## src/rtl/apng_pkg.sv

```systemverilog
// Package for the peak normalizing gain block: opcodes, gain modes,
// fixed-point constants and the controller/datapath interface structs.
// No dependencies.
`timescale 1ns / 1ps

package apng_pkg;

    // Input opcodes
    localparam logic [1:0] OP_SCAN   = 2'd0;
    localparam logic [1:0] OP_FINISH = 2'd1;
    localparam logic [1:0] OP_APPLY  = 2'd2;

    // Gain modes (the unused code falls back to unity)
    localparam logic [1:0] MODE_UNITY  = 2'd0;
    localparam logic [1:0] MODE_AUTO   = 2'd1;
    localparam logic [1:0] MODE_MANUAL = 2'd2;

    // Configuration register indexes
    localparam logic CFG_GAIN_MODE    = 1'b0;
    localparam logic CFG_MANUAL_RATIO = 1'b1;

    localparam int SAMPLE_W = 16;
    localparam int RATIO_W  = 26;
    localparam int PROD_W   = SAMPLE_W + RATIO_W + 1;
    localparam int DIV_W    = 31;
    localparam int DIVCNT_W = 5;

    // -3 dB target in Q1.15 scaled to Q10.16
    localparam logic [DIV_W-1:0]    PEAK_NUM    = 31'd1520301996;
    // ratio that lifts a -20 dB floor to -3 dB
    localparam logic [RATIO_W-1:0]  NOISE_RATIO = 26'd463959;
    localparam logic [SAMPLE_W-1:0] NOISE_PEAK  = 16'd32;
    localparam logic [RATIO_W-1:0]  UNITY_RATIO = 26'd65536;

    typedef struct packed {
        logic scan;        // fold |sample| into the peak
        logic apply_load;  // capture sample and selected ratio
        logic mul;         // register the product
        logic sat;         // round, saturate, strobe the result
        logic div_load;    // load divider, clear the peak
        logic div_step;    // one quotient bit
        logic div_end;     // write quotient into the ratio
        logic noise_load;  // noise floor ratio, clear the peak
    } apng_cmd_t;

    typedef struct packed {
        logic auto_mode;   // gain mode is automatic
        logic peak_low;    // peak at or below the noise floor
        logic div_last;    // divider on its final step
    } apng_status_t;

endpackage

```

## src/rtl/apng_ctrl.sv

```systemverilog
// Controller state machine for the peak normalizing gain block.
// Depends on apng_pkg for opcodes and the command/status structs.
`timescale 1ns / 1ps

module apng_ctrl (
    input  logic                  clk,
    input  logic                  rst_n,
    input  logic                  start,
    input  logic [1:0]            opcode,
    input  apng_pkg::apng_status_t status,
    output apng_pkg::apng_cmd_t    cmd,
    output logic                  busy
);
    import apng_pkg::*;

    localparam logic [2:0] ST_IDLE = 3'd0;
    localparam logic [2:0] ST_MUL  = 3'd1;
    localparam logic [2:0] ST_SAT  = 3'd2;
    localparam logic [2:0] ST_DIV  = 3'd3;
    localparam logic [2:0] ST_END  = 3'd4;

    logic [2:0] state_reg;
    logic [2:0] state_next;

    always_ff @(posedge clk or negedge rst_n)
    begin
        if (!rst_n)
        begin
            state_reg <= ST_IDLE;
        end
        else
        begin
            state_reg <= state_next;
        end
    end

    always_comb
    begin
        state_next = state_reg;
        cmd        = '0;
        case (state_reg)
            ST_IDLE:
            begin
                if (start)
                begin
                    case (opcode)
                        OP_SCAN:
                        begin
                            cmd.scan = 1'b1;
                        end
                        OP_FINISH:
                        begin
                            if (status.auto_mode)
                            begin
                                if (status.peak_low)
                                begin
                                    cmd.noise_load = 1'b1;
                                end
                                else
                                begin
                                    cmd.div_load = 1'b1;
                                    state_next   = ST_DIV;
                                end
                            end
                        end
                        OP_APPLY:
                        begin
                            cmd.apply_load = 1'b1;
                            state_next     = ST_MUL;
                        end
                        default:
                        begin
                            state_next = ST_IDLE;
                        end
                    endcase
                end
            end
            ST_MUL:
            begin
                cmd.mul    = 1'b1;
                state_next = ST_SAT;
            end
            ST_SAT:
            begin
                cmd.sat    = 1'b1;
                state_next = ST_IDLE;
            end
            ST_DIV:
            begin
                cmd.div_step = 1'b1;
                if (status.div_last)
                begin
                    state_next = ST_END;
                end
            end
            ST_END:
            begin
                cmd.div_end = 1'b1;
                state_next  = ST_IDLE;
            end
            default:
            begin
                state_next = ST_IDLE;
            end
        endcase
    end

    assign busy = (state_reg != ST_IDLE);

`ifndef SYNTHESIS
    a_mul_then_sat: assert property (@(posedge clk) disable iff (!rst_n)
        state_reg == ST_MUL |=> state_reg == ST_SAT)
        else $error("multiply not followed by saturate");

    a_div_holds: assert property (@(posedge clk) disable iff (!rst_n)
        (state_reg == ST_DIV && !status.div_last) |=> state_reg == ST_DIV)
        else $error("divider left early");

    a_cmd_onehot: assert property (@(posedge clk) disable iff (!rst_n)
        $onehot0(cmd))
        else $error("more than one datapath command");

    a_idle_no_start: assert property (@(posedge clk) disable iff (!rst_n)
        (state_reg == ST_IDLE && !start) |=> state_reg == ST_IDLE)
        else $error("left idle without a start");
`endif

endmodule

```

## src/rtl/apng_dpath.sv

```systemverilog
// Datapath for the peak normalizing gain block: config registers, peak
// tracker, gain ratio, multiplier, saturation and radix-2 divider.
// Depends on apng_pkg for constants and the command/status structs.
`timescale 1ns / 1ps

module apng_dpath (
    input  logic                         clk,
    input  logic                         rst_n,
    input  apng_pkg::apng_cmd_t           cmd,
    input  logic                         cfg_we,
    input  logic                         cfg_index,
    input  logic [apng_pkg::RATIO_W-1:0] cfg_data,
    input  logic signed [15:0]           sample_in,
    output apng_pkg::apng_status_t        status,
    output logic signed [15:0]           sample_out,
    output logic                         clipped,
    output logic                         done
);
    import apng_pkg::*;

    logic [1:0]              gain_mode_reg;
    logic [RATIO_W-1:0]      manual_ratio_reg;
    logic [SAMPLE_W-1:0]     peak_reg;
    logic [SAMPLE_W-1:0]     peak_next;
    logic [RATIO_W-1:0]      gain_ratio_reg;
    logic [RATIO_W-1:0]      gain_ratio_next;
    logic                    done_reg;

    logic signed [SAMPLE_W-1:0] op_sample_reg;
    logic [RATIO_W-1:0]         op_ratio_reg;
    logic [RATIO_W-1:0]         sel_ratio;
    logic signed [PROD_W-1:0]   product_reg;
    logic signed [PROD_W-1:0]   rounded;
    logic signed [PROD_W-17:0]  scaled;
    logic signed [SAMPLE_W-1:0] sample_out_reg;
    logic                       clipped_reg;
    logic signed [SAMPLE_W-1:0] sat_value;
    logic                       sat_flag;

    logic [SAMPLE_W-1:0]     mag;
    logic [SAMPLE_W-1:0]     div_den_reg;
    logic [SAMPLE_W-1:0]     div_rem_reg;
    logic [DIV_W-1:0]        div_quo_reg;
    logic [DIVCNT_W-1:0]     div_cnt_reg;
    logic [SAMPLE_W:0]       partial;
    logic [SAMPLE_W+1:0]     diff;

    // Config registers
    always_ff @(posedge clk or negedge rst_n)
    begin
        if (!rst_n)
        begin
            gain_mode_reg    <= MODE_UNITY;
            manual_ratio_reg <= UNITY_RATIO;
        end
        else if (cfg_we)
        begin
            if (cfg_index == CFG_GAIN_MODE)
            begin
                gain_mode_reg <= cfg_data[1:0];
            end
            else
            begin
                manual_ratio_reg <= cfg_data;
            end
        end
    end

    assign mag = sample_in[15] ? SAMPLE_W'(~sample_in + 16'sd1) : sample_in;

    always_comb
    begin
        peak_next       = peak_reg;
        gain_ratio_next = gain_ratio_reg;
        if (cmd.scan && (mag > peak_reg))
        begin
            peak_next = mag;
        end
        if (cmd.div_load || cmd.noise_load)
        begin
            peak_next = '0;
        end
        if (cmd.noise_load)
        begin
            gain_ratio_next = NOISE_RATIO;
        end
        if (cmd.div_end)
        begin
            gain_ratio_next = div_quo_reg[RATIO_W-1:0];
        end
    end

    always_ff @(posedge clk or negedge rst_n)
    begin
        if (!rst_n)
        begin
            peak_reg       <= '0;
            gain_ratio_reg <= UNITY_RATIO;
            done_reg       <= 1'b0;
            div_cnt_reg    <= '0;
        end
        else
        begin
            peak_reg       <= peak_next;
            gain_ratio_reg <= gain_ratio_next;
            done_reg       <= cmd.sat;
            if (cmd.div_load)
            begin
                div_cnt_reg <= '0;
            end
            else if (cmd.div_step)
            begin
                div_cnt_reg <= div_cnt_reg + 1'b1;
            end
        end
    end

    // Ratio select: unused mode code behaves as unity
    always_comb
    begin
        case (gain_mode_reg)
            MODE_AUTO:   sel_ratio = gain_ratio_reg;
            MODE_MANUAL: sel_ratio = manual_ratio_reg;
            default:     sel_ratio = UNITY_RATIO;
        endcase
    end

    // Multiply, then round half up and saturate
    assign rounded = product_reg + PROD_W'(32768);
    assign scaled  = rounded[PROD_W-1:16];

    always_comb
    begin
        sat_value = scaled[SAMPLE_W-1:0];
        sat_flag  = 1'b0;
        if (scaled > (PROD_W-16)'(32767))
        begin
            sat_value = 16'sh7FFF;
            sat_flag  = 1'b1;
        end
        else if (scaled < -(PROD_W-16)'(32768))
        begin
            sat_value = -16'sh8000;
            sat_flag  = 1'b1;
        end
    end

    // Restoring divider, one quotient bit per cycle
    assign partial = {div_rem_reg, div_quo_reg[DIV_W-1]};
    assign diff    = {1'b0, partial} - {2'b00, div_den_reg};

    always_ff @(posedge clk)
    begin
        if (cmd.apply_load)
        begin
            op_sample_reg <= sample_in;
            op_ratio_reg  <= sel_ratio;
        end
        if (cmd.mul)
        begin
            product_reg <= PROD_W'(op_sample_reg) * PROD_W'($signed({1'b0, op_ratio_reg}));
        end
        if (cmd.sat)
        begin
            sample_out_reg <= sat_value;
            clipped_reg    <= sat_flag;
        end
        if (cmd.div_load)
        begin
            div_den_reg <= peak_reg;
            div_rem_reg <= '0;
            div_quo_reg <= PEAK_NUM + DIV_W'(peak_reg[SAMPLE_W-1:1]);
        end
        else if (cmd.div_step)
        begin
            if (!diff[SAMPLE_W+1])
            begin
                div_rem_reg <= diff[SAMPLE_W-1:0];
                div_quo_reg <= {div_quo_reg[DIV_W-2:0], 1'b1};
            end
            else
            begin
                div_rem_reg <= partial[SAMPLE_W-1:0];
                div_quo_reg <= {div_quo_reg[DIV_W-2:0], 1'b0};
            end
        end
    end

    assign status.auto_mode = (gain_mode_reg == MODE_AUTO);
    assign status.peak_low  = (peak_reg <= NOISE_PEAK);
    assign status.div_last  = (div_cnt_reg == DIVCNT_W'(DIV_W - 1));

    assign sample_out = sample_out_reg;
    assign clipped    = clipped_reg;
    assign done       = done_reg;

endmodule

```

## src/rtl/audio_peak_normalize_gain_unit.sv

```systemverilog
// Top level of the peak normalizing gain block: joins the controller
// and the datapath. Depends on apng_pkg, apng_ctrl and apng_dpath.
`timescale 1ns / 1ps

// Two-pass peak normalizing gain. Issue an item by raising start while busy
// is low. A scan (opcode 0) folds |sample_in| into the running peak and
// busy stays low. A finish (opcode 1) in automatic mode turns the peak into
// a Q10.16 ratio that puts the peak at -3 dB and clears the peak: at or
// below the noise floor (peak 32) the -20 dB floor ratio is loaded and busy
// stays low, otherwise a radix-2 restoring divider produces one quotient bit
// per cycle while busy stays high. Outside automatic mode a finish does
// nothing. An apply (opcode 2) holds busy through a multiply state and then
// a round-and-saturate state; the result is registered onto sample_out and
// clipped with done high for exactly one cycle, and a new item may be issued
// in that same cycle.
// There is no result backpressure: the receiver must take every strobe.
// Write gain_mode (index 0) and manual_ratio (index 1) only while idle;
// cfg_ready is always high.
module audio_peak_normalize_gain_unit (
    input  logic                         clk,
    input  logic                         rst_n,
    input  logic                         start,
    output logic                         busy,
    input  logic [1:0]                   opcode,
    input  logic signed [15:0]           sample_in,
    output logic                         done,
    output logic signed [15:0]           sample_out,
    output logic                         clipped,
    input  logic                         cfg_valid,
    output logic                         cfg_ready,
    input  logic                         cfg_index,
    input  logic [apng_pkg::RATIO_W-1:0] cfg_data
);
    import apng_pkg::*;

    apng_cmd_t    cmd;
    apng_status_t status;
    logic         cfg_we;

    // Config writes never stall, so always accept
    assign cfg_ready = 1'b1;
    assign cfg_we    = cfg_valid & cfg_ready;

    // Sequence each item; the FSM sees the start only while idle
    apng_ctrl u_ctrl (
        .clk    (clk),
        .rst_n  (rst_n),
        .start  (start),
        .opcode (opcode),
        .status (status),
        .cmd    (cmd),
        .busy   (busy)
    );

    // Hold peak, ratio and config; run multiply and divide
    apng_dpath u_dpath (
        .clk        (clk),
        .rst_n      (rst_n),
        .cmd        (cmd),
        .cfg_we     (cfg_we),
        .cfg_index  (cfg_index),
        .cfg_data   (cfg_data),
        .sample_in  (sample_in),
        .status     (status),
        .sample_out (sample_out),
        .clipped    (clipped),
        .done       (done)
    );

endmodule

```

## config.mk

```make
export PLATFORM = sky130hd
export DESIGN_NAME = audio_peak_normalize_gain_unit
export DESIGN_NICKNAME = d
export VERILOG_FILES = /design/src/rtl/apng_pkg.sv /design/src/rtl/apng_ctrl.sv /design/src/rtl/apng_dpath.sv /design/src/rtl/audio_peak_normalize_gain_unit.sv
export SDC_FILE = /design/constraint.sdc
export NUM_CORES = 1
export LEC_CHECK = 0
export BUFFER_PORTS_ARGS = -buffer_cell sky130_fd_sc_hd__buf_2
export CAP_MARGIN = 10
export CORE_ASPECT_RATIO = 0.9
export CORE_MARGIN = 2
export CORE_UTILIZATION = 70
export CTS_CLUSTER_DIAMETER = 80
export DETAILED_ROUTE_END_ITERATION = 16
export PLACE_DENSITY = 0.95
export SLEW_MARGIN = 40
export SYNTH_ARGS = -nofsm -noshare
export SYNTH_HDL_FRONTEND = slang
export SYNTH_SLANG_ARGS = --single-unit
```

## constraint.sdc

```tcl
create_clock -name clk -period 10.5 [get_ports clk]
set_input_delay 2.1 -clock clk [delete_from_list [all_inputs] [get_ports clk]]
set_output_delay 2.1 -clock clk [all_outputs]
set_load 0.02 [all_outputs]
```

==> out/qor.csv, run 1 <==
stage;metric;value;unit
floorplan;die_h;180;um
logic_synthesis;synthXorXnorAreaFrac;2.65;%
layout;final_nets;3030;
placement;detailedPlace.worstSlack;3.18;ns
logic_synthesis;ys_warn_count;0;
sta;rsz0062_at_grt;false;
layout;final_cells;2950;
floorplan;start_util;70.9;%
detailed_routing;wl_per_cell;21.9;um
clocking;cts_buffer_depth;3;
global_route;grtUsageTotal;36.7;%
detailed_routing;vias;18900;
global_route;grt_max_degree;80;
global_route;grt_pass1_vias;20300;
layout;area_delta_synth_final;6.38;%
floorplan;io_pins;69;
setup_path;rrSetupSlack;3.08;ns
detailed_routing;drt_iter0_markers;2104;
sta;fmax;135;MHz
clocking;cts_buffers;23;
sta;setup_viol;0;
placement;gp_congestion;0.984;
clocking;post-cts-setup-buffer-count;0;
global_route;grt_pass1_wl;103;mm
clocking;cts_resized;0;
logic_synthesis;ys_types;85;
sta;tns;0;ns
logic_synthesis;async_reset_ff_share;34.5;%
layout;final_layout_size_suffix_gt1_share;7.57;%
sta;drv_slew;0;
global_route;grt_remaining_overflow;0;
logic_synthesis;synth-seq-cells;229;
setup_path;critPathArrivalTime;7.77;ns
sta;clock_skew;0.0118;ns
sta;fin_crit;7.42;ns
clocking;path_clk_slew;0.07;ns
placement;port_buffers;67;
sta;hold_viol;0;
sta;fin_ws;3.08;ns
setup_path;crit_slowest_cell;clkinv_1;
job;maxCapViolations;0;
setup_path;crit_path_max_incr_delay;0.67;ns
logic_synthesis;synth_flop_cell;edfxtp_1;
setup_path;critical_path_class;flop to flop;
setup_path;path_max_fanout;18;
detailed_routing;routed_wirelength;64.5;mm
sta;slew_headroom;38.6;%
setup_path;crit_chain;clkinv_1, nor2_1, fa_1, fa_1, fa_1, fa_1, fa_1, inv_1, fa_1, inv_1, ha_1, and3_1, o2111ai_2, and3b_1, o31a_4, o31ai_4, a21oi_2, or4b_1, o311ai_1;
logic_synthesis;ys_seq_area_share;26.3;%
layout;multi_input_area;15600;um^2
layout;regArea;6320;um^2
clocking;htreeDepth;1;
setup_path;required;10.85;ns
global_route;antenna_found_initial;4;
floorplan;dieArea;35900;um^2
logic_synthesis;synthCells;2450;
clocking;cts_tree;yes;
logic_synthesis;synth_mux_area_share;1.72;%
logic_synthesis;synth_edf_count;134;
setup_path;cpMostUsedCell;fa_1;
logic_synthesis;synth_nets;3014;
sta;worst_slew_pin_slew;0.921;ns
logic_synthesis;synth_fa_ha_area_share;37.2;%
clocking;cts_hold_repair.buffers;0;
setup_path;start_kind;flop;
clocking;cts_num_sinks;229;
floorplan;core;34000;um^2
clocking;insertion_delay;0.54;ns
placement;dp_hpwl;46.7;mm
detailed_routing;firstDrtPassIters;7;
logic_synthesis;avgSynthCellArea;9.83;um^2
layout;largest_register_ff_count;31;
detailed_routing;via_per_inst;6.39;
sta;timing.final.crit_share;70.7;%
clocking;root_buffer;clkbuf_16;
hold_path;hold_class;flop to flop;
logic_synthesis;synth_top_family_by_area;adder cells;
outcome;status;complete, no violations;
logic_synthesis;synth_simple_gate_area_share;15.0;%
floorplan;num_rows;64;
detailed_routing;drc;0;
setup_path;cp-end-kind;flop;
floorplan;die_x;200;um
logic_synthesis;netlist_area;24100;um^2
placement;dp.cells;2899;
layout;n_fill_cell;2049;
logic_synthesis;synth-compound-area-share;8.15;%
detailed_routing;drt.antenna.violating_nets;0;
[cell usage in the layout (no fill, tap or decap), types with 26 or more instances in the layout]
| master | instances |
|---|---|
| nor2_1 | 95 |
| edfxtp_1 | 134 |
| a21oi_1 | 57 |
| dfrtp_1 | 77 |
| nand2_1 | 284 |
| o21ai_0 | 64 |
| inv_1 | 473 |
| xnor2_1 | 51 |
| a22oi_1 | 26 |
| ha_1 | 180 |
| buf_2 | 66 |
| nand3_1 | 34 |
| nor3_1 | 42 |
| fa_1 | 334 |
| mux2_2 | 27 |
| and2_1 | 185 |
[stage by stage]
step | util (%) | area, um^2 | hold WS, ns
detailed placement | 73.1 | 24800 | 0.472
CTS | 75.3 | 25600 | 0.494
finish | 75.5 | 25600 | 0.489
global route | 75.5 | 25600 | 0.498
floorplan | - | 24100 | 0.453
global placement | 72.8 | 24700 | 0.465
[path summary, 6_finish.rpt]
path,from,endpoint,cells after the start
max in group asynchronous,rst_n,u_dpath.done,1
min reg2reg,u_dpath.peak_reg[1],u_dpath.div_den_reg[1],0
min,u_dpath.peak_reg[1],u_dpath.div_den_reg[1],0
min in group asynchronous,rst_n,u_dpath.manual_ratio_reg[21],1
max reg2reg,u_dpath.op_sample_reg[15],u_dpath.product_reg[39],19
max,u_dpath.op_sample_reg[15],u_dpath.product_reg[39],19
[worst max-delay path: cells and delay by family (launching register included)]
kind,cells,cell delay (ns)
flops,1,0.61
buf+inv,3,0.79
fa+ha+maj,7,3.46
simple gates,4,1.33
compound gates,5,1.04
[cell usage after synthesis, types with 42 or more instances]
| library cell | number | area, um^2 |
|---|---|---|
| inv_1 | 474 | 1780 |
| xnor2_1 | 51 | 447 |
| dfrtp_1 | 77 | 1930 |
| edfxtp_1 | 134 | 4020 |
| ha_1 | 181 | 2260 |
| nand2_1 | 285 | 1070 |
| clkbuf_1 | 90 | 338 |
| and2_1 | 185 | 1160 |
| o21ai_0 | 64 | 320 |
| nor2_1 | 95 | 357 |
| nor3_1 | 42 | 210 |
| a21oi_1 | 57 | 285 |
| fa_1 | 334 | 6690 |
[final cells by class]
| class | instances | share of cell area (%) |
|---|---|---|
| Antenna cell | 5 | 0.0488 |
| Sequential cell | 229 | 24.7 |
| Tap cell | 462 | 2.26 |
| Multi-Input combinational cell | 1646 | 60.9 |
| Inverter | 476 | 6.97 |
| Clock inverter | 10 | 0.498 |
| Clock buffer | 32 | 2.46 |
| Timing Repair Buffer | 90 | 2.17 |
[per-layer routing]
| metal | vias up | share of wire, % | global-route usage (%) |
|---|---|---|---|
| met5 | - | 0 | 0 |
| met4 | 0 | 6.8 | 21.6 |
| met3 | 422 | 12 | 8.22 |
| met2 | 1485 | 46 | 57.5 |
| met1 | 9139 | 35 | 47.1 |
| li1 | 7805 | - | - |
[cells by family (layout without fill, tap and decap cells)]
logic type,after synthesis,in the layout
AOI/OAI and AO/OA,284,284
xor gates and xnor gates,73,73
adders and majority gates,515,515
buffers and inverters,575,608
DFF,229,229
muxes,38,38
other,1,6
and+or+nand+nor,735,735
Power of run 1 is not shown: default switching activity piles up to over one toggle a cycle in this logic, so the estimate is an artifact.
==> inputs of run 2 (changes only) <==
--- a/config.mk
+++ b/config.mk
@@ -9,10 +9,10 @@
 export CAP_MARGIN = 10
 export CORE_ASPECT_RATIO = 0.9
 export CORE_MARGIN = 2
-export CORE_UTILIZATION = 70
+export CORE_UTILIZATION = 65
 export CTS_CLUSTER_DIAMETER = 80
 export DETAILED_ROUTE_END_ITERATION = 16
-export PLACE_DENSITY = 0.95
+export PLACE_DENSITY = 0.93
 export SLEW_MARGIN = 40
 export SYNTH_ARGS = -nofsm -noshare
 export SYNTH_HDL_FRONTEND = slang
==> constraint.sdc (replaced) <==
create_clock -name clk -period 7.4 [get_ports clk]
set_input_delay 1.48 -clock clk [delete_from_list [all_inputs] [get_ports clk]]
set_output_delay 1.48 -clock clk [all_outputs]
set_load 0.02 [all_outputs]
==> run 2 against run 1 <==
Compared with the run above: non-clock buffer count rose by 9; core utilization fell by 4.5 points; flip-flop and latch count stayed put; global-route usage down 3.0 points; via count down 2.2%; clock skew is 0.0039 ns higher; die area increased by 7.5%; wire length down 2.7%.
==> out/qor.csv, run 2 (synthesis results as in run 1) <==
stage;metric;value;unit
clocking;cts_num_sinks;229;
sta;timing.final.crit_share;95.5;%
placement;port_buffers;67;
detailed_routing;wl_met2;29.7;mm
floorplan;core;36300;um^2
global_route;grt_remaining_overflow;0;
sta;worst_slew_pin_slew;0.910;ns
sta;fmax;141;MHz
clocking;cts_buffer_depth;3;
global_route;grt_pass1_wl;102;mm
floorplan;die_h;187;um
clocking;cts_resized;0;
placement;gp_congestion;0.927;
floorplan;dieArea;38600;um^2
sta;setup_viol;0;
detailed_routing;wl_met3;6.94;mm
clocking;cts_tree;yes;
detailed_routing;drt_iter0_markers;2351;
setup_path;critPathArrivalTime;7.36;ns
clocking;htreeDepth;1;
hold_path;hold_class;flop to flop;
outcome;status;complete, no violations;
layout;n_fill_cell;2317;
global_route;grt_max_degree;80;
clocking;post-cts-setup-buffer-count;0;
detailed_routing;vias;18400;
sta;clock_skew;0.0156;ns
sta;hold_viol;0;
global_route;grt_pass1_vias;19700;
sta;tns;0;ns
global_route;antenna_found_initial;6;
sta;slew_headroom;39.3;%
layout;final_common_cell;inv_1;
floorplan;num_rows;66;
sta;fin_crit;7.07;ns
layout;layout_common_cells;474 x inv_1, 334 x fa_1, 284 x nand2_1;
detailed_routing;drt.antenna.violating_nets;0;
detailed_routing;drt-met1-wl;22.5;mm
clocking;root_buffer;clkbuf_16;
floorplan;start_util;66.3;%
floorplan;io_pins;69;
setup_path;critical_path_class;flop to flop;
clocking;insertion_delay;0.55;ns
layout;final_layout_size_suffix_gt1_share;7.78;%
detailed_routing;dr.max_layer_used;met4;
floorplan;die_x;207;um
detailed_routing;firstDrtPassIters;6;
clocking;path_clk_slew;0.07;ns
placement;dp_hpwl;46.7;mm
layout;area_delta_synth_final;7.04;%
setup_path;cp-end-kind;flop;
setup_path;path_max_fanout;19;
setup_path;required;7.69;ns
detailed_routing;drc;0;
job;maxCapViolations;0;
global_route;grtUsageTotal;33.7;%
detailed_routing;wl_per_cell;21.1;um
setup_path;start_kind;flop;
layout;largest_register_ff_count;31;
layout;final_nets;3040;
sta;rsz0062_at_grt;false;
detailed_routing;via_per_inst;6.19;
detailed_routing;routed_wirelength;62.8;mm
sta;drv_slew;0;
clocking;cts_buffers;24;
clocking;cts_hold_repair.buffers;0;
run 2: final timing paths:
kind                                                from                      endpoint  slack, ns  cells after the start
worst max-delay path            u_dpath.op_sample_reg[7]       u_dpath.product_reg[37]       0.33                     20
worst min-delay path             u_dpath.div_rem_reg[10]       u_dpath.div_rem_reg[10]       0.49                      2
worst max register to register  u_dpath.op_sample_reg[7]       u_dpath.product_reg[37]       0.33                     20
worst min register to register   u_dpath.div_rem_reg[10]       u_dpath.div_rem_reg[10]       0.49                      2
max in group asynchronous                          rst_n           u_dpath.peak_reg[4]       5.91                      1
min in group asynchronous                          rst_n  u_dpath.manual_ratio_reg[21]       0.96                      1
run 2: worst max-delay path, cell delays in order, from the launching register on:
cell      delay [ns]
edfxtp_1        0.94
buf_4           0.30
nand2_1         0.08
fa_1            0.52
inv_1           0.06
fa_1            0.48
ha_1            0.36
fa_1            0.52
fa_1            0.55
inv_1           0.05
fa_1            0.54
inv_1           0.05
ha_1            0.30
a211oi_1        0.24
o21a_1          0.17
o21ai_0         0.14
o31a_4          0.45
o31ai_4         0.34
nand2_1         0.19
a211oi_1        0.43
xnor2_1         0.11
run 2: cell type report:
cell class / instances / area [um^2] / share of cell area (%)
multi-input cells: 1646 / 15600 / 60.6
flip-flops and latches: 229 / 6320 / 24.5
diodes: 8 / 20.0 / 0.0777
repair buffers: 99 / 664 / 2.58
inverters: 476 / 1790 / 6.93
clock inverters: 12 / 126 / 0.490
well taps: 476 / 596 / 2.31
clock buffers: 32 / 651 / 2.52
run 2: routing by layer:
| metal | up-vias | global-route usage (%) |
|---|---|---|
| li1 | 7833 | - |
| met1 | 9025 | 44.0 |
| met2 | 1295 | 54.2 |
| met3 | 292 | 6.81 |
| met4 | 0 | 16.0 |
| met5 | - | 0 |
run 2: stage by stage:
stage                     std cells  hold WS, ns  util, %  area (um^2)  worst slack, ns
final                          2978        0.492     71.0        25800            0.330
after floorplan                2450        0.453        -        24100            0.916
after CTS                      2965        0.491     70.7        25700            0.364
after global routing           2978        0.514     71.0        25800            0.169
after detailed placement       2921        0.478     68.6        24900            0.447
after global placement         2912        0.466     68.2        24800            0.559
Power of run 2 is left out for the same reason.
==> inputs of run 3 (changes only) <==
--- a/config.mk
+++ b/config.mk
@@ -12,6 +12,7 @@
 export CORE_UTILIZATION = 65
 export CTS_CLUSTER_DIAMETER = 80
 export DETAILED_ROUTE_END_ITERATION = 16
+export MAX_ROUTING_LAYER = met4
 export PLACE_DENSITY = 0.93
 export SLEW_MARGIN = 40
 export SYNTH_ARGS = -nofsm -noshare
==> run 3 against run 2 <==
Compared with the run above: clock skew increased by 0.014 ns; non-clock buffer count decreased by 1; die area unchanged; via count decreased by 0.12%; first-iteration DRC count decreased by 2.2%; register-to-register slack got worse by 0.05 ns; design area decreased by 0.44%; hold slack got worse by 0.0018 ns; setup slack got worse by 0.048 ns; highest routed layer unchanged.
==> out/qor.csv, run 3 (synthesis results as in run 1) <==
stage;metric;value;unit
clocking;cts_tree;yes;
global_route;grt_pass1_wl;102;mm
global_route;grt_remaining_overflow;0;
setup_path;critical_path_class;flop to flop;
detailed_routing;drt.antenna.violating_nets;0;
sta;slew_headroom;39.7;%
layout;final_layout_size_suffix_gt1_share;7.87;%
setup_path;cp-end-kind;flop;
global_route;grt_max_degree;80;
detailed_routing;vias;18400;
floorplan;io_pins;69;
global_route;grtUsageTotal;34.6;%
clocking;root_buffer;clkbuf_16;
clocking;insertion_delay;0.55;ns
clocking;cts_num_sinks;229;
sta;worst_slew_pin_slew;0.905;ns
placement;port_buffers;67;
placement;dp_hpwl;47.5;mm
sta;setup_viol;0;
layout;finish.utilization;70.6;%
setup_path;start_kind;flop;
detailed_routing;routed_wirelength;62.7;mm
clocking;cts_resized;0;
floorplan;core;36300;um^2
sta;fmax;140;MHz
job;maxCapViolations;0;
sta;hold_viol;0;
outcome;status;complete, no violations;
floorplan;num_rows;66;
layout;final_cells;2967;
detailed_routing;drt_iter0_markers;2300;
detailed_routing;via_per_inst;6.21;
layout;final_common_cell;inv_1;
clocking;cts_buffers;22;
sta;rsz0062_at_grt;false;
sta;hold_slack;0.490;ns
sta;timing.final.crit_share;96.2;%
clocking;path_clk_slew;0.07;ns
layout;final_nets;3037;
detailed_routing;firstDrtPassIters;8;
layout;layout_common_cells;474 x inv_1, 334 x fa_1, 284 x nand2_1;
hold_path;hold_class;flop to flop;
setup_path;critPathArrivalTime;7.45;ns
setup_path;required;7.73;ns
clocking;cts_buffer_depth;3;
clocking;htreeDepth;1;
floorplan;die_h;187;um
sta;tns;0;ns
sta;drv_slew;0;
placement;dp.cells;2921;
floorplan;dieArea;38600;um^2
sta;fin_crit;7.12;ns
clocking;cts_hold_repair.buffers;0;
placement;gp_congestion;0.956;
clocking;post-cts-setup-buffer-count;0;
global_route;grt_pass1_vias;20000;
layout;largest_register_ff_count;31;
setup_path;path_max_fanout;16;
detailed_routing;drc;0;
layout;area_delta_synth_final;6.57;%
floorplan;die_x;207;um
detailed_routing;wl_per_cell;21.1;um
sta;clock_skew;0.0295;ns
floorplan;start_util;66.3;%
global_route;antenna_found_initial;2;
==> run 3: cell type report <==
| class | count | area [um^2] |
|---|---|---|
| tap | 476 | 596 |
| multi-input combinational | 1646 | 15600 |
| sequential | 229 | 6320 |
| timing repair buffer | 98 | 638 |
| clock buffer | 28 | 604 |
| clock inverter | 12 | 97.6 |
| fill | 2388 | 10700 |
| antenna | 2 | 5.00 |
| inverter | 476 | 1790 |
==> run 3: path summary, 6_finish.rpt <==
path	from	endpoint	slack, ns	cells past startpoint
max	u_dpath.op_ratio_reg[7]	u_dpath.product_reg[39]	0.28	19
min	u_dpath.div_rem_reg[12]	u_dpath.div_rem_reg[12]	0.49	2
max reg2reg	u_dpath.op_ratio_reg[7]	u_dpath.product_reg[39]	0.28	19
min reg2reg	u_dpath.div_rem_reg[12]	u_dpath.div_rem_reg[12]	0.49	2
max in group asynchronous	rst_n	u_dpath.done	5.88	1
min in group asynchronous	rst_n	u_dpath.manual_ratio_reg[21]	0.97	1
==> run 3: routing by layer <==
metal / vias to the layer above / share of wire (%) / GRT usage (%) / wire length, um
met5: - / 0 / - / 0
met4: 0 / 5.5 / 15.8 / 3460
met3: 315 / 11 / 7.27 / 7100
met2: 1311 / 48 / 54.1 / 29900
met1: 8973 / 35 / 43.4 / 22200
li1: 7824 / - / - / -
==> run 3: critical path, stage by stage, from the launching register on <==
cell and delay (ns):
edfxtp_1 0.94, nand2_1 0.22, fa_1 0.58, inv_1 0.06, fa_1 0.55, fa_1 0.46
fa_1 0.54, fa_1 0.55, inv_1 0.05, fa_1 0.52, inv_1 0.04, ha_1 0.34
and3_1 0.24, o2111ai_2 0.10, and3b_1 0.23, o31a_4 0.42, o31ai_4 0.29, a21oi_2 0.12
or4b_1 0.51, o311ai_1 0.12
==> run 3: through the flow <==
step / cell area (um^2) / setup slack [ns]
floorplan: 24100 / 0.916
global placement: 24800 / 0.564
detailed placement: 24900 / 0.373
CTS: 25600 / 0.334
global route: 25700 / 0.0196
finish: 25700 / 0.282
Power of run 3 is left out for the same reason.
